**config.mk**
```make
export PLATFORM = sky130hd
export DESIGN_NAME = io_register_banks_with_key_matrix_flat
export DESIGN_NICKNAME = d
export VERILOG_FILES = /design/src/hdl/iorb_pkg.sv /design/src/hdl/iorb_ifs.sv /design/src/hdl/iorb_bank_ram.sv /design/src/hdl/iorb_key_matrix.sv /design/src/hdl/iorb_out_queue.sv /design/src/hdl/io_register_banks_with_key_matrix.sv /design/src/flat_wrapper.sv
export SDC_FILE = /design/constraint.sdc
export NUM_CORES = 1
export LEC_CHECK = 0
export CAP_MARGIN = 10
export CORE_MARGIN = 4
export CORE_UTILIZATION = 40
export DETAILED_ROUTE_END_ITERATION = 8
export DONT_BUFFER_PORTS = 1
export SLEW_MARGIN = 30
export SYNTH_ARGS = -nofsm -noshare
export SYNTH_HDL_FRONTEND = slang
export SYNTH_SLANG_ARGS = --single-unit
```
**constraint.sdc**
```tcl
create_clock -name i_clk -period 20.3 [get_ports i_clk]
set_input_delay 2.03 -clock i_clk [delete_from_list [all_inputs] [get_ports i_clk]]
set_output_delay 2.03 -clock i_clk [all_outputs]
set_load 0.05 [all_outputs]
```
**src/hdl/iorb_pkg.sv**
```systemverilog
package iorb_pkg;

    // Default bank placement on the bus.
    localparam int VIDEO_BASE_DEF       = 53248;
    localparam int SOUND_BASE_DEF       = 54272;
    localparam int ADAPTER_ONE_BASE_DEF = 56320;
    localparam int ADAPTER_TWO_BASE_DEF = 56576;
    localparam int VIDEO_REGS_DEF       = 64;
    localparam int ADAPTER_REGS_DEF     = 16;

    // The sound bank has a fixed size.
    localparam int SOUND_REGS = 32;

    // Bus operation codes.
    localparam logic [1:0] OP_READ    = 2'd0;
    localparam logic [1:0] OP_WRITE   = 2'd1;
    localparam logic [1:0] OP_PRESS   = 2'd2;
    localparam logic [1:0] OP_RELEASE = 2'd3;

    localparam logic [7:0] BYTE_ONES = 8'hFF;

    // Where the result byte of a pending item comes from.
    typedef enum logic [1:0] {
        SRC_ZERO,
        SRC_MEM,
        SRC_SCAN,
        SRC_ONES
    } t_src;

    // One key press or release headed for the matrix.
    typedef struct packed {
        logic       en;
        logic       press;
        logic [2:0] row;
        logic [2:0] col;
    } t_key_evt;

    // One result item.
    typedef struct packed {
        logic [7:0] read_byte;
        logic       beep;
    } t_result;

    // Reset contents of the video bank.
    function automatic logic [7:0] f_video_init(input logic [7:0] off);
        logic [7:0] val;
        case (off)
            8'h11:   val = 8'h1B;
            8'h16:   val = 8'h08;
            8'h18:   val = 8'h14;
            8'h20:   val = 8'h0F;
            8'h21:   val = 8'h06;
            default: val = 8'h00;
        endcase
        return val;
    endfunction

endpackage

```
**src/hdl/iorb_ifs.sv**
```systemverilog
// Input channel: one bus access or key event per transfer.
interface iorb_in_if;
    logic        valid;
    logic        ready;
    logic [1:0]  operation;
    logic [15:0] bus_address;
    logic [7:0]  write_byte;
    logic [7:0]  key_code;

    modport source (output valid, operation, bus_address, write_byte, key_code, input ready);
    modport sink   (input valid, operation, bus_address, write_byte, key_code, output ready);
endinterface

// Output channel: one result per transfer.
interface iorb_out_if;
    logic       valid;
    logic       ready;
    logic [7:0] read_byte;
    logic       beep;

    modport source (output valid, read_byte, beep, input ready);
    modport sink   (input valid, read_byte, beep, output ready);
endinterface

// Configuration write channel for the audio enable.
interface iorb_cfg_if;
    logic valid;
    logic ready;
    logic audio_on;

    modport source (output valid, audio_on, input ready);
    modport sink   (input valid, audio_on, output ready);
endinterface

```
**src/hdl/iorb_bank_ram.sv**
```systemverilog
module iorb_bank_ram #(
    parameter int  VIDEO_REGS   = iorb_pkg::VIDEO_REGS_DEF,
    parameter int  ADAPTER_REGS = iorb_pkg::ADAPTER_REGS_DEF,
    localparam int DEPTH        = VIDEO_REGS + iorb_pkg::SOUND_REGS + 2 * ADAPTER_REGS,
    localparam int AW           = $clog2(DEPTH)
) (
    input  logic          i_clk,
    input  logic          i_rst_n,
    input  logic          i_wr_en,
    input  logic [AW-1:0] i_wr_addr,
    input  logic [7:0]    i_wr_data,
    input  logic [AW-1:0] i_rd_addr,
    output logic [7:0]    o_rd_data,
    output logic          o_busy
);
    import iorb_pkg::*;

    logic [7:0]    r_mem [DEPTH];
    logic [7:0]    r_rd_data;
    logic [AW-1:0] r_clr_idx;
    logic [AW-1:0] n_clr_idx;
    logic          r_busy;
    logic          n_busy;
    logic          w_we;
    logic [AW-1:0] w_waddr;
    logic [7:0]    w_wdata;

    // The reset pass takes over the write port until every entry holds its reset value.
    always_comb begin
        n_clr_idx = r_clr_idx;
        n_busy    = r_busy;
        if (r_busy) begin
            w_we    = 1'b1;
            w_waddr = r_clr_idx;
            if (int'(r_clr_idx) < VIDEO_REGS) begin
                w_wdata = f_video_init(8'(r_clr_idx));
            end else begin
                w_wdata = 8'h00;
            end
            if (r_clr_idx == AW'(DEPTH - 1)) begin
                n_busy = 1'b0;
            end else begin
                n_clr_idx = r_clr_idx + AW'(1);
            end
        end else begin
            w_we    = i_wr_en;
            w_waddr = i_wr_addr;
            w_wdata = i_wr_data;
        end
    end

    always_ff @(posedge i_clk) begin
        if (!i_rst_n) begin
            r_busy    <= 1'b1;
            r_clr_idx <= '0;
        end else begin
            r_busy    <= n_busy;
            r_clr_idx <= n_clr_idx;
        end
    end

    // Storage with one write port and a registered read port.
    always_ff @(posedge i_clk) begin
        if (w_we) begin
            r_mem[w_waddr] <= w_wdata;
        end
        r_rd_data <= r_mem[i_rd_addr];
    end

    assign o_rd_data = r_rd_data;
    assign o_busy    = r_busy;

endmodule

```
**src/hdl/iorb_key_matrix.sv**
```systemverilog
module iorb_key_matrix (
    input  logic              i_clk,
    input  logic              i_rst_n,
    input  iorb_pkg::t_key_evt i_evt,
    input  logic [7:0]        i_sel,
    output logic [7:0]        o_scan
);
    import iorb_pkg::*;

    logic [7:0] r_rows [8];

    // A press clears the key's bit, a release sets it.
    always_ff @(posedge i_clk) begin
        if (!i_rst_n) begin
            for (int r = 0; r < 8; r++) begin
                r_rows[r] <= BYTE_ONES;
            end
        end else if (i_evt.en) begin
            if (i_evt.press) begin
                r_rows[i_evt.row] <= r_rows[i_evt.row] & ~(8'h01 << i_evt.col);
            end else begin
                r_rows[i_evt.row] <= r_rows[i_evt.row] | (8'h01 << i_evt.col);
            end
        end
    end

    // Every row whose select bit is low takes part in the scan.
    always_comb begin
        o_scan = BYTE_ONES;
        for (int r = 0; r < 8; r++) begin
            if (!i_sel[r]) begin
                o_scan = o_scan & r_rows[r];
            end
        end
    end

endmodule

```
**src/hdl/iorb_out_queue.sv**
```systemverilog
module iorb_out_queue (
    input  logic              i_clk,
    input  logic              i_rst_n,
    input  logic              i_push,
    input  iorb_pkg::t_result i_data,
    input  logic              i_pop,
    output iorb_pkg::t_result o_head,
    output logic              o_valid,
    output logic [1:0]        o_count
);
    import iorb_pkg::*;

    t_result    r_q [2];
    logic [1:0] r_cnt;
    logic [1:0] n_cnt;
    logic [1:0] w_slot;

    // A pop moves the second entry to the head; a push lands behind what stays.
    always_comb begin
        w_slot = r_cnt - {1'b0, i_pop};
        n_cnt  = w_slot + {1'b0, i_push};
    end

    always_ff @(posedge i_clk) begin
        if (!i_rst_n) begin
            r_cnt <= 2'd0;
        end else begin
            r_cnt <= n_cnt;
        end
    end

    always_ff @(posedge i_clk) begin
        if (i_push && (w_slot == 2'd0)) begin
            r_q[0] <= i_data;
        end else if (i_pop) begin
            r_q[0] <= r_q[1];
        end
        if (i_push && (w_slot == 2'd1)) begin
            r_q[1] <= i_data;
        end
    end

    assign o_head  = r_q[0];
    assign o_valid = (r_cnt != 2'd0);
    assign o_count = r_cnt;

endmodule

```
**src/hdl/io_register_banks_with_key_matrix.sv**
```systemverilog
// Channel  Direction  Payload                                      Transfer
// i_in     sink       operation, bus_address, write_byte, key_code  valid && ready
// o_out    source     read_byte, beep                              valid && ready
// i_cfg    sink       audio_on                                     valid && ready
//
// A result is pushed in the cycle after its input transfer, once the bank memory's registered
// read completes, and can transfer from the queue head. A two-entry result queue holds
// finished results; input stalls while queued results plus the item in flight reach two, so a
// new item may enter while one is in flight, yet input can stall with the output always ready.
// After reset a clearing pass writes the reset contents into the bank memory, one entry a
// cycle, for VIDEO_REGS + 32 + 2 * ADAPTER_REGS entries (128 by default); no item enters then.
// Reset is synchronous and active low; the configuration channel is always ready.
module io_register_banks_with_key_matrix #(
    parameter int VIDEO_BASE       = iorb_pkg::VIDEO_BASE_DEF,
    parameter int SOUND_BASE       = iorb_pkg::SOUND_BASE_DEF,
    parameter int ADAPTER_ONE_BASE = iorb_pkg::ADAPTER_ONE_BASE_DEF,
    parameter int ADAPTER_TWO_BASE = iorb_pkg::ADAPTER_TWO_BASE_DEF,
    parameter int VIDEO_REGS       = iorb_pkg::VIDEO_REGS_DEF,
    parameter int ADAPTER_REGS     = iorb_pkg::ADAPTER_REGS_DEF
) (
    input  logic       i_clk,
    input  logic       i_rst_n,
    iorb_in_if.sink    i_in,
    iorb_out_if.source o_out,
    iorb_cfg_if.sink   i_cfg
);
    import iorb_pkg::*;

    localparam int DEPTH     = VIDEO_REGS + SOUND_REGS + 2 * ADAPTER_REGS;
    localparam int AW        = $clog2(DEPTH);
    localparam int START_SND = VIDEO_REGS;
    localparam int START_A1  = VIDEO_REGS + SOUND_REGS;
    localparam int START_A2  = START_A1 + ADAPTER_REGS;

    logic          r_audio_on;
    logic          r_pend;
    t_src          r_src;
    logic          r_beep;

    logic          w_accept;
    logic [16:0]   w_addr;
    logic          w_hit_v, w_hit_s, w_hit_1, w_hit_2;
    logic [16:0]   w_off_v, w_off_s, w_off_1, w_off_2;
    logic [16:0]   w_loc;
    logic [AW-1:0] w_mem_addr;
    logic          w_mapped;
    t_src          w_src;
    logic          w_beep;
    logic          w_wr_en;
    logic [7:0]    w_rd_data;
    logic          w_busy;
    logic [7:0]    w_scan;
    t_key_evt      w_evt;
    t_result       w_res;
    t_result       w_head;
    logic [1:0]    w_count;
    logic [1:0]    w_occ;
    logic          w_out_valid;

    // Space is kept in the result queue for the item in flight.
    assign w_occ       = w_count + {1'b0, r_pend};
    assign i_in.ready  = !w_busy && (w_occ < 2'd2);
    assign w_accept    = i_in.valid && i_in.ready;

    // Audio enable register.
    assign i_cfg.ready = 1'b1;
    always_ff @(posedge i_clk) begin
        if (!i_rst_n) begin
            r_audio_on <= 1'b1;
        end else if (i_cfg.valid) begin
            r_audio_on <= i_cfg.audio_on;
        end
    end

    // Bank decode without wrap-around; the first bank in order wins.
    always_comb begin
        w_addr  = {1'b0, i_in.bus_address};
        w_hit_v = (w_addr >= 17'(VIDEO_BASE)) && (w_addr < 17'(VIDEO_BASE + VIDEO_REGS));
        w_hit_s = (w_addr >= 17'(SOUND_BASE)) && (w_addr < 17'(SOUND_BASE + SOUND_REGS));
        w_hit_1 = (w_addr >= 17'(ADAPTER_ONE_BASE))
               && (w_addr < 17'(ADAPTER_ONE_BASE + ADAPTER_REGS));
        w_hit_2 = (w_addr >= 17'(ADAPTER_TWO_BASE))
               && (w_addr < 17'(ADAPTER_TWO_BASE + ADAPTER_REGS));
        w_off_v = w_addr - 17'(VIDEO_BASE);
        w_off_s = w_addr - 17'(SOUND_BASE);
        w_off_1 = w_addr - 17'(ADAPTER_ONE_BASE);
        w_off_2 = w_addr - 17'(ADAPTER_TWO_BASE);

        w_mapped = 1'b1;
        w_src    = SRC_MEM;
        w_beep   = 1'b0;
        if (w_hit_v) begin
            w_loc = w_off_v;
        end else if (w_hit_s) begin
            w_loc  = w_off_s + 17'(START_SND);
            w_beep = (w_off_s == 17'd1) && r_audio_on;
        end else if (w_hit_1) begin
            w_loc = w_off_1 + 17'(START_A1);
            if (w_off_1 == 17'd0) begin
                w_src = SRC_SCAN;
            end
        end else if (w_hit_2) begin
            w_loc = w_off_2 + 17'(START_A2);
        end else begin
            w_loc    = 17'd0;
            w_mapped = 1'b0;
            w_src    = SRC_ONES;
        end
        w_mem_addr = w_loc[AW-1:0];
    end

    // Writes go straight to the memory at the transfer.
    assign w_wr_en = w_accept && (i_in.operation == OP_WRITE) && w_mapped;

    iorb_bank_ram #(
        .VIDEO_REGS   (VIDEO_REGS),
        .ADAPTER_REGS (ADAPTER_REGS)
    ) u_ram (
        .i_clk     (i_clk),
        .i_rst_n   (i_rst_n),
        .i_wr_en   (w_wr_en),
        .i_wr_addr (w_mem_addr),
        .i_wr_data (i_in.write_byte),
        .i_rd_addr (w_mem_addr),
        .o_rd_data (w_rd_data),
        .o_busy    (w_busy)
    );

    // Key events update the matrix at the transfer.
    always_comb begin
        w_evt.en    = w_accept
                   && ((i_in.operation == OP_PRESS) || (i_in.operation == OP_RELEASE));
        w_evt.press = (i_in.operation == OP_PRESS);
        w_evt.row   = i_in.key_code[6:4];
        w_evt.col   = i_in.key_code[2:0];
    end

    // The row-select byte arrives on the memory read port for a scan read.
    iorb_key_matrix u_keys (
        .i_clk   (i_clk),
        .i_rst_n (i_rst_n),
        .i_evt   (w_evt),
        .i_sel   (w_rd_data),
        .o_scan  (w_scan)
    );

    // Item in flight while its memory read completes.
    always_ff @(posedge i_clk) begin
        if (!i_rst_n) begin
            r_pend <= 1'b0;
        end else begin
            r_pend <= w_accept;
        end
    end

    always_ff @(posedge i_clk) begin
        if (w_accept) begin
            r_src  <= (i_in.operation == OP_READ) ? w_src : SRC_ZERO;
            r_beep <= (i_in.operation == OP_WRITE) && w_beep;
        end
    end

    // Form the result from the read data.
    always_comb begin
        w_res.beep = r_beep;
        case (r_src)
            SRC_MEM:  w_res.read_byte = w_rd_data;
            SRC_SCAN: w_res.read_byte = w_scan;
            SRC_ONES: w_res.read_byte = BYTE_ONES;
            default:  w_res.read_byte = 8'h00;
        endcase
    end

    iorb_out_queue u_queue (
        .i_clk   (i_clk),
        .i_rst_n (i_rst_n),
        .i_push  (r_pend),
        .i_data  (w_res),
        .i_pop   (w_out_valid && o_out.ready),
        .o_head  (w_head),
        .o_valid (w_out_valid),
        .o_count (w_count)
    );

    assign o_out.valid     = w_out_valid;
    assign o_out.read_byte = w_head.read_byte;
    assign o_out.beep      = w_head.beep;

endmodule

```
**src/flat_wrapper.sv**
```systemverilog
// flat-port wrapper written by rule: the top's interface ports become plain ports
module io_register_banks_with_key_matrix_flat import iorb_pkg::*;
#(
    parameter int VIDEO_BASE       = iorb_pkg::VIDEO_BASE_DEF,
    parameter int SOUND_BASE       = iorb_pkg::SOUND_BASE_DEF,
    parameter int ADAPTER_ONE_BASE = iorb_pkg::ADAPTER_ONE_BASE_DEF,
    parameter int ADAPTER_TWO_BASE = iorb_pkg::ADAPTER_TWO_BASE_DEF,
    parameter int VIDEO_REGS       = iorb_pkg::VIDEO_REGS_DEF,
    parameter int ADAPTER_REGS     = iorb_pkg::ADAPTER_REGS_DEF
)
  (i_clk, i_rst_n, i_in_valid, i_in_operation, i_in_bus_address, i_in_write_byte, i_in_key_code, i_in_ready, o_out_valid, o_out_read_byte, o_out_beep, o_out_ready, i_cfg_valid, i_cfg_audio_on, i_cfg_ready);
  iorb_in_if i_in_i ();
  iorb_out_if o_out_i ();
  iorb_cfg_if i_cfg_i ();
  input  logic i_clk;
  input  logic i_rst_n;
  input wire logic [$bits(i_in_i.valid)-1:0] i_in_valid;
  input wire logic [$bits(i_in_i.operation)-1:0] i_in_operation;
  input wire logic [$bits(i_in_i.bus_address)-1:0] i_in_bus_address;
  input wire logic [$bits(i_in_i.write_byte)-1:0] i_in_write_byte;
  input wire logic [$bits(i_in_i.key_code)-1:0] i_in_key_code;
  output wire logic [$bits(i_in_i.ready)-1:0] i_in_ready;
  output wire logic [$bits(o_out_i.valid)-1:0] o_out_valid;
  output wire logic [$bits(o_out_i.read_byte)-1:0] o_out_read_byte;
  output wire logic [$bits(o_out_i.beep)-1:0] o_out_beep;
  input wire logic [$bits(o_out_i.ready)-1:0] o_out_ready;
  input wire logic [$bits(i_cfg_i.valid)-1:0] i_cfg_valid;
  input wire logic [$bits(i_cfg_i.audio_on)-1:0] i_cfg_audio_on;
  output wire logic [$bits(i_cfg_i.ready)-1:0] i_cfg_ready;
  assign i_in_i.valid = i_in_valid;
  assign i_in_i.operation = i_in_operation;
  assign i_in_i.bus_address = i_in_bus_address;
  assign i_in_i.write_byte = i_in_write_byte;
  assign i_in_i.key_code = i_in_key_code;
  assign i_in_ready = i_in_i.ready;
  assign o_out_valid = o_out_i.valid;
  assign o_out_read_byte = o_out_i.read_byte;
  assign o_out_beep = o_out_i.beep;
  assign o_out_i.ready = o_out_ready;
  assign i_cfg_i.valid = i_cfg_valid;
  assign i_cfg_i.audio_on = i_cfg_audio_on;
  assign i_cfg_ready = i_cfg_i.ready;
  io_register_banks_with_key_matrix #(.VIDEO_BASE(VIDEO_BASE), .SOUND_BASE(SOUND_BASE), .ADAPTER_ONE_BASE(ADAPTER_ONE_BASE), .ADAPTER_TWO_BASE(ADAPTER_TWO_BASE), .VIDEO_REGS(VIDEO_REGS), .ADAPTER_REGS(ADAPTER_REGS)) u_core (.i_clk(i_clk), .i_rst_n(i_rst_n), .i_in(i_in_i), .o_out(o_out_i), .i_cfg(i_cfg_i));
endmodule
```
After elaboration in Yosys (flattened, before gate mapping)
Memories as Yosys holds them, arrays and structs flattened. A register that Yosys moved wholly into a read port is not among the register bits.
Index checks and enable logic that the tools add are counted.
{ "word_totals": {"reg_bits": 15, "mem_bits_rw": 1106, "in_bits": 40, "output_inout_bits": 12, "wordCells": 138, "mem_count": 3} }
{ "op_classes": {"addsub": 11, "order_cmp": 10, "n_eq_ne": 14, "n_shift": 1, "mux": 54, "n_bitwise": 14, "reduce_logical": 23} }
{ "memory_table": {"columns": ["memory", "depth", "width", "rd", "rd_ports_with_merged_regs", "write_ports", "line", "source"], "rows": [
  ["u_core.u_ram.r_mem", 128, 8, 1, 1, 1, "iorb_bank_ram.sv:18", "logic [7:0] r_mem [DEPTH];"],
  ["u_core.u_keys.r_rows", 8, 8, 9, 0, 8, "iorb_key_matrix.sv:10", "logic [7:0] r_rows [8];"],
  ["u_core.u_queue.r_q", 2, 9, 2, 0, 2, "iorb_out_queue.sv:13", "t_result r_q [2];"]
]} }
{ "op_table": {"columns": ["op", "n"], "rows": [
  ["$mux 8", 12],
  ["$and 8x8->8", 8],
  ["$ge 16x16->1 const B", 4],
  ["$lt 16x16->1 const B", 4],
  ["$mux 7", 5],
  ["$sub 16x16->17 const B", 2],
  ["$mux 1", 30],
  ["$pmux 5 s5", 1],
  ["$pmux 8 s3", 1],
  ["$add 7x7->7 const B", 3],
  ["$eq 7x5->1 const B", 3],
  ["$eq 17x1->1 const B", 1],
  ["$logic_not 17->1", 1],
  ["$eq 7x6->1 const B", 2],
  ["$logic_and 1x1->1", 14],
  ["$sub 7x1->7 const B", 2],
  ["$mux 9", 1],
  ["$eq 2x2->1 const B", 4],
  ["$not 8->8", 1],
  ["$or 8x8->8", 1],
  ["$reduce_or 8->1", 1],
  ["$shl 1x3->8 const A", 1],
  ["$add 7x1->7 const B", 1],
  ["$eq 7x7->1 const B", 1],
  ["15 further kinds", 23]
]} }

Longest topological paths before layout
Gate-level depths: netlist of the first run.
An unclocked memory read counts as a cell.
{ "logic_depth": {"ltp_word": 18, "depth_mapped": 15, "mapped_depth_nobuf": 10} }

Cells and area by module
Synthesis of the first run repeated with hierarchy kept, for this count alone.
{ "unflattened": {"hier_cells": 2146, "area_unflattened_um2": 45115.8} }
{ "by_module_without_submodules": {"columns": ["mod", "instances", "cells_per_inst", "area_each_um2", "seq_area_each_um2"], "rows": [
  ["iorb_bank_ram", 1, 1721, 40286.1, 31069.8],
  ["iorb_key_matrix", 1, 284, 3340.7, 1921.8],
  ["iorb_out_queue", 1, 51, 860.8, 580.6],
  ["io_register_banks_with_key_matrix", 1, 90, 628.1, 130.1]
]} }

Worst setup path after synthesis of the first run
Ideal clock, no wire load.
{ "synth_path": {"kind": "input-to-reg", "from": "input i_in_write_byte[3]", "to": "memory u_core.u_ram.r_mem[0][3], data pin", "setup_ns": 1.197, "arrival_time_ns": 7.062, "required_ns": 19.103, "path_slack_ns": 12.041, "stages": 2, "path_buffers": 0, "cell_sequence": "nor2_1 o21ai_0"} }
{ "synth_between": {"elab_chain_len": 1} }
{ "synth_lines": {"columns": ["item", "line", "source"], "rows": [
  ["from (decl)", "flat_wrapper.sv:20", "input wire logic [$bits(i_in_i.write_byte)-1:0] i_in_write_byte;"],
  ["$mux 8", "iorb_bank_ram.sv:32", "if (r_busy) begin"],
  ["via u_core.u_ram.w_wdata[3]", "iorb_bank_ram.sv:26", "logic [7:0] w_wdata;"],
  ["to (decl)", "iorb_bank_ram.sv:18", null]
]} }
The timed path passes the listed nets, and every way through them passes these cells.

Worst setup path after layout of the first run
{ "layout_path": {"from": "input i_in_bus_address[5]", "to": "memory u_core.u_ram.r_mem[117][6], enable pin"} }
{ "layout_between": {"elab_chain_len": 10, "elab_cells_between_ends": 32, "cone_classes": "7 x add/sub; 8 x order compare; 12 x mux; 5 x reduce/logical"} }
{ "layout_lines": {"columns": ["item", "line", "source"], "rows": [
  ["from (decl)", "flat_wrapper.sv:19", "input wire logic [$bits(i_in_i.bus_address)-1:0] i_in_bus_address;"],
  ["parallel branches: the longest is 10 deep, another holds $sub 16x16->17", null, null]
]} }
Parallel ways; which one is timed is not known.

==> results of run 1 <==
## critical path, delay by kind of cell
family	cells	cell delay [ns]
AND/OR/NAND/NOR	5	2.05
buffers and inverters	3	0.87
AO/OA/AOI/OAI	2	0.95
adder cells (fa/ha/maj)	1	0.22
## routing by layer
metal / up-vias / global-route usage
li1: 12080 / -
met5: - / 0
met1: 14490 / 0.3047
met3: 260 / 0.05440
met2: 1580 / 0.3415
met4: 2 / 0.07166
## cells in the final DEF (no fill, tap or decap), types with 21 or more instances in the layout
cell type	n
and2_1	23
nor2_1	263
buf_4	70
inv_1	24
clkbuf_1	35
nand3_1	35
a211oi_1	45
a31oi_1	23
mux2i_1	174
a21oi_1	167
o221ai_1	28
mux4_2	76
o211ai_1	39
clkbuf_16	113
o22ai_1	94
nor3_1	21
nand2_1	203
o21ai_0	94
mux2_2	62
clkinv_1	28
edfxtp_1	1109
## cells in the mapped netlist, drive strengths merged (11+ instances only)
cell type	n	area, µm²
nand2b	15	93.84
mux2i	174	1742
clkbuf	100	375.4
nor2	264	991.0
o21ai	118	594.3
nor3	22	121.4
and2	24	150.1
o211ai	40	305.3
o22ai	94	588.1
a21oi	170	854.6
nand4	17	106.4
o2111ai	11	96.34
inv	25	93.84
o221ai	28	245.2
mux2	62	698.2
a31oi	23	143.9
dfxtp	20	400.4
a211oi	46	350.3
nor2b	23	143.9
edfxtp	1109	33300
o31ai	16	125.1
or3	13	81.33
mux4	76	1712
buf	104	574.3
nand3	35	175.2
a221oi	18	175.2
nand2	211	797.0
a2111oi	12	105.1
## final cells by class
cell class / instances / area (µm²) / area share
Antenna cell: 1 / 2.502 / 0.00004825
Tap cell: 1524 / 1907 / 0.03677
Timing Repair Buffer: 74 / 596.8 / 0.01151
Sequential cell: 1129 / 33700 / 0.6498
Clock inverter: 51 / 372.9 / 0.007189
Multi-Input combinational cell: 1696 / 12230 / 0.2357
Clock buffer: 148 / 2959 / 0.05706
Inverter: 26 / 97.59 / 0.001882
## power breakdown
group / switching [mW] / internal (mW)
registers: 0.0173 / 2.53
logic: 0.0901 / 0.0542
clock network: 0.877 / 1.05
## logic make-up after synthesis
kind of cell,synth area share
AO/OA/AOI/OAI,0.1024
other,0.00008016
AND/OR/NAND/NOR,0.06248
XOR/XNOR,0.001123
buffers and inverters,0.02238
flip-flops,0.7204
multiplexers,0.08874
adder cells (fa/ha/maj),0.002407
## path summary, 6_finish.rpt
kind / startpoint / end / slack [ns] / depth (start not counted)
setup / recovery: i_in_bus_address[5] / u_core.u_ram.r_mem[117][6] / 14.49 / 11
hold / removal: u_core.r_beep / u_core.u_queue.r_q[0][9] / 0.47 / 0
setup reg to reg: u_core.r_pend / u_core.u_ram.r_mem[122][1] / 16.33 / 8
hold reg to reg: u_core.r_beep / u_core.u_queue.r_q[0][9] / 0.47 / 0
## registers in the layout, indices dropped and copies added (netlist names), 2 cells and up
signal	count
u_core.u_queue.o_count	2
u_core.u_queue.r_q	18
u_core.u_ram.r_clr_idx	7
u_core.u_ram.o_rd_data	8
u_core.u_keys.r_rows	64
u_core.r_src	2
u_core.u_ram.r_mem	1024
## per-stage QoR
step	area [µm²]	util	total power [mW]	hold WS [ns]
final	51860	0.4463	4.621	0.4709
after global routing	51860	0.4463	4.750	0.4668
after CTS	51800	0.4458	4.644	0.4608
after detailed placement	48470	0.4171	2.743	0.4453
after global placement	48440	0.4168	2.741	0.4470
after floorplan	46780	-	2.713	0.4222
==> summary.md, run 1 <==
| Metric | Value |
|---|---|
| Outcome | finished, final reports clean |
| CP Data Arrival Time | 6.16 ns |
| DPL Wire Length | 81.78 mm |
| M1 wire length | 55.94 mm |
| Critical-path top delay cell | nor2_1 |
| Syn_nets | 3104 |
| Clk buf depth | 3 |
| Starting density of the core | 0.4026 |
| First-pass GRT wire length | 195.6 mm |
| Final WL | 137.3 mm |
| Die X | 350.0 µm |
| CP Cell Sequence | inv_1 -> ha_1 -> and3_1 -> nand2_2 -> buf_4 -> a21o_1 -> buf_4 -> nand2_1 -> o21ai_1 -> nand2_1 -> nor2_1 |
| Via count | 28420 |
| Sequential fraction of the synthesis area | 0.7204 |
| Slew HR | 0.2822 |
| Worst-skew pair later-pin latency | 0.72 ns |
| Clock skew | 0.05168 ns |
| Fin crit period | 5.806 ns |
| Netlist cell types | 85 |
| Vias in the first global route | 27160 |
| DRT Pass-1 Iters | 5 |
| Antenna violations before repair | 5 |
| Maxcap violations | 0 |
| Fin cells | 4649 |
| Final GP Congestion | 0.8779 |
| EDFF count, synth | 1109 |
| Routed Antenna Nets | 0 |
| Crit-path max FO | 20 |
| CTS tree | done |
| Standard-cell rows | 125 |
| Placed insts | 4447 |
| Gr usage total | 0.2197 |
| Syn avg cell area | 15.31 µm² |
| Ys Warns | 0 |
| Port bufs | 0 |
| Number of H-tree levels | 3 |
| Largest net degree at the start of global routing | 267 |
| Crit path kind | in2reg |
| Fmax | 172.2 MHz |
| Core ar. | 116200 µm² |
| DR WL/cell | 29.53 µm |
| Post-place setup slack | 13.88 ns |
| Synth Flop Type | edfxtp_1 |
| VDD IR-drop max | 74.72 µV |
| Post-cts repair resize count | 0 |
| Met3 Wirelength | 14.43 mm |
| Final net count | 3087 |
| Vias per cell | 6.113 |
| Type of the most critical hold path | reg2reg |
| Pwr per Cell Area | 89.10 nW/µm² |
| CTS Hold Buffers Added | 0 |
| Area Overhead vs Synth | 10.86% |
| Async S/R FF share, synth | 0 |
| CP peak stage delay | 0.86 ns |
| Final Hold Viols | 0 |
| CTS Buf Count | 111 |
| Postcts setup bufs | 0 |
| Final Slew Violations | 0 |
| Layout cell share with drive strength beyond 1 | 0.1316 |
| WP data required | 20.65 ns |
| Final period util | 0.2860 |
| Initial DRC Count | 3402 |
| Number of remaining DRC errors | 0 |
| Clk slew on worst S/H paths | 0.06 ns |
| Met2 WL | 62.41 mm |
| FF+latch count, synth | 1129 |
| Endpoints failing setup | 0 |
| Tightest Pin Transition | 1.068 ns |
| Die Area | 122500 µm² |
| Setup TNS | 0 ns |
| Synthesized area | 46780 µm² |
| Fill cells | 10270 |
| Clock root cell | clkbuf_16 |
| Die Y | 350.0 µm |
| Worst Setup End Kind | flop |
| Post-synthesis cell count | 3055 |
| GR Overflow Total | 0 |
| Leakage | 16.32 nW |
| Number of placed I/O pins | 52 |
| Final worst slack | 14.49 ns |
| Worst setup SP type | primary input |
| Clock sink total | 1129 |
| RSZ-0062 raised after global routing | false |
| DR top layer | met5 |
Power figures use the tool's default switching activity.
==> run 2, diff against run 1 <==
==> constraint.sdc (replaced) <==
create_clock -name i_clk -period 5.44 [get_ports i_clk]
set_input_delay 0.544 -clock i_clk [delete_from_list [all_inputs] [get_ports i_clk]]
set_output_delay 0.544 -clock i_clk [all_outputs]
set_load 0.05 [all_outputs]
==> summary.md, run 2 (synthesized netlist as in run 1, its figures left out) <==
| Metric | Value |
|---|---|
| Family with the most delay on the worst path | compound AO/OA/AOI/OAI gates |
| DR WL/cell | 28.91 µm (-2.1%) |
| Layout cell share with drive strength beyond 1 | 0.1476 (+0.01604) |
| CTS Buf Count | 116 (+4.5%) |
| Die X | 350.0 µm (unchanged) |
| Reg2Reg Launch Point | u_core.u_ram.o_busy |
| CTS tree | done |
| Final period util | 0.8438 |
| Reg2reg setup slack | 1.88 ns (-14.45 ns) |
| GRT met3 Usage | 0.04457 (-0.009827) |
| Routed Antenna Nets | 0 (unchanged) |
| CP peak stage delay | 1.23 ns (+0.37 ns) |
| CP Buf/Inv Count | 2 (-1) |
| Leading registers by flop count | u_core.u_ram.r_mem (1024), u_core.u_keys.r_rows (64), u_core.u_queue.r_q (18) |
| Number of remaining DRC errors | 0 (unchanged) |
| RSZ-0062 raised after global routing | false |
| Worst Hold Path Cells | 1 (+1) |
| Largest net degree at the start of global routing | 267 (unchanged) |
| Maxcap violations | 0 (unchanged) |
| Clock skew | 0.03087 ns (-0.02080 ns) |
| Worst setup startpoint | i_in_bus_address[0] |
| Final WL | 136.3 mm (-0.70%) |
| Endpoints failing setup | 0 (unchanged) |
| Fill cells | 10050 (-2.1%) |
| Antenna violations before repair | 2 (-3) |
| Most common cell after layout, fill and taps aside | edfxtp_1 |
| Critical-path top delay cell | inv_1 |
| Clock root cell | clkbuf_16 |
| Number of H-tree levels | 3 (unchanged) |
| Met2 Use GR | 0.3382 (-0.003267) |
| Clock sink total | 1129 (unchanged) |
| Failing checks | max-slew violations |
| Final net count | 3141 (+1.7%) |
| Reg with most FFs | u_core.u_ram.r_mem |
| CP endpoint | u_core.u_ram.o_rd_data[7] |
| Final worst slack | 0.8497 ns (-13.64 ns) |
| Most frequent cells in the layout | edfxtp_1, nor2_1, nand2_1, mux2i_1, a21oi_1 |
| Post-cts repair resize count | 0 (unchanged) |
| Fmax | 217.9 MHz |
| CP Data Arrival Time | 5.12 ns (-1.04 ns) |
| Vias per cell | 6.062 (-0.83%) |
| Standard-cell rows | 125 (unchanged) |
| Clk slew on worst S/H paths | 0.06 ns (about the same) |
| Port bufs | 0 (unchanged) |
| Vias in the first global route | 27600 (+1.6%) |
| GR Overflow Total | 0 (unchanged) |
| Via count | 28590 (+0.60%) |
| CP Cell Sequence | inv_1 -> nand2_1 -> o211ai_1 -> buf_4 -> a211o_1 -> o311ai_0 -> a221oi_1 -> a31oi_1 |
| Area Overhead vs Synth | 12.86% |
| Slew HR | -0.06973 (-0.3519) |
| Met1 Usage GRT | 0.3088 (+0.004093) |
| Type of the most critical hold path | in2reg |
| CTS Hold Buffers Added | 4 (+4) |
| Outcome | finished, violations left |
| Leakage | 16.85 nW (+3.3%) |
| Clk buf depth | 3 (unchanged) |
| Worst setup SP type | primary input |
| Crit-path max FO | 266 (+1200%) |
| Final GP Congestion | 0.8801 (+0.25%) |
| Number of placed I/O pins | 52 (unchanged) |
| Number of cells on the worst reg-to-reg path | 8 (unchanged) |
| Worst R2R End | u_core.u_ram.r_mem[29][4] |
| Setup TNS | 0 ns (unchanged) |
| Final Slew Violations | 67 (+67) |
| DPL Wire Length | 83.45 mm (+2.0%) |
| Gr usage total | 0.2191 (-0.0006517) |
| Initial DRC Count | 3836 (+13%) |
| VDD IR-drop max | 232.4 µV (+210%) |
| Worst Setup End Kind | flop |
| Crit path kind | in2reg |
| Die Y | 350.0 µm (unchanged) |
| Final Hold Viols | 0 (unchanged) |
| Worst-skew pair later-pin latency | 0.71 ns (about the same) |
| Layer with the highest usage | met2 |
| WP data required | 5.97 ns (-14.68 ns) |
| Starting density of the core | 0.4026 (unchanged) |
| Postcts setup bufs | 0 (unchanged) |
| Die Area | 122500 µm² (unchanged) |
| Fin crit period | 4.590 ns |
| Max reg flops | 1024 (unchanged) |
| Cell count along the critical path | 8 (-3) |
| Post-place setup slack | 1.009 ns (-12.87 ns) |
| Core ar. | 116200 µm² (unchanged) |
| Tightest Pin Transition | 1.605 ns (+0.5370 ns) |
| DRT Pass-1 Iters | 6 (+1) |
| First-pass GRT wire length | 195.9 mm (+0.17%) |
| Pwr per Cell Area | 342.5 nW/µm² (+280%) |
==> run 2: cell count changes in the layout (fill, tap and decap cells not counted), moves of 3 or more <==
cell,previous run,this run
buf_12,0,8
nand2_2,8,3
bufinv_16,2,14
clkbuf_8,0,4
clkbuf_16,113,119
clkinv_16,3,0
nand2_1,203,208
clkinv_1,28,21
buf_4,70,110
dlygate4sd3_1,0,4
==> run 2: through the flow <==
step / area [µm²] / util / cells / power [mW] / hold WS, ns
2_1_floorplan: 46790 / - / 3055 / 10.13 / 0.4222
3_3_place_gp: 48880 / 0.4206 / 4493 / 10.23 / 0.4587
3_5_place_dp: 48930 / 0.4210 / 4494 / 10.23 / 0.4611
4_1_cts: 52790 / 0.4543 / 4715 / 18.16 / 0.004910
5_1_grt: 52800 / 0.4543 / 4715 / 18.57 / 0.02080
6_report: 52800 / 0.4544 / 4716 / 18.08 / 0.05427
==> run 2: how the worst min path moves through the flow <==
stage / startpoint / to
final: i_in_operation[0] / u_core.r_src[1]
after global routing: i_in_operation[0] / u_core.r_src[1]
after CTS: i_in_operation[0] / u_core.r_src[1]
after detailed placement: u_core.r_beep / u_core.u_queue.r_q[0][9]
after global placement: u_core.r_beep / u_core.u_queue.r_q[0][9]
after floorplan: u_core.r_beep / u_core.u_queue.r_q[0][9]
==> run 2: area by class of cell <==
class                   instances  area [µm²]  area share
flip-flops and latches       1129       33700      0.6383
well taps                    1524        1907     0.03612
repair buffers                123        1054     0.01995
multi-input cells            1696       12210      0.2312
inverters                      26       97.59    0.001848
diodes                          1       2.502  0.00004740
clock buffers                 159        3168     0.06000
clock inverters                58       658.1     0.01247
==> run 2: metal layers <==
layer / vias up / wire [µm]
li1: 12210 / -
met3: 284 / 13020
met5: - / 0
met4: 0 / 5233
met2: 1533 / 61690
met1: 14560 / 56410
==> run 2: report_power, final <==
group | internal, mW | total [mW] | switching [mW]
clock | 4.72 | 8.01 | 3.29
combinational | 0.213 | 0.541 | 0.327
sequential | 9.46 | 9.53 | 0.0690
total | 14.4 | 18.1 | 3.69
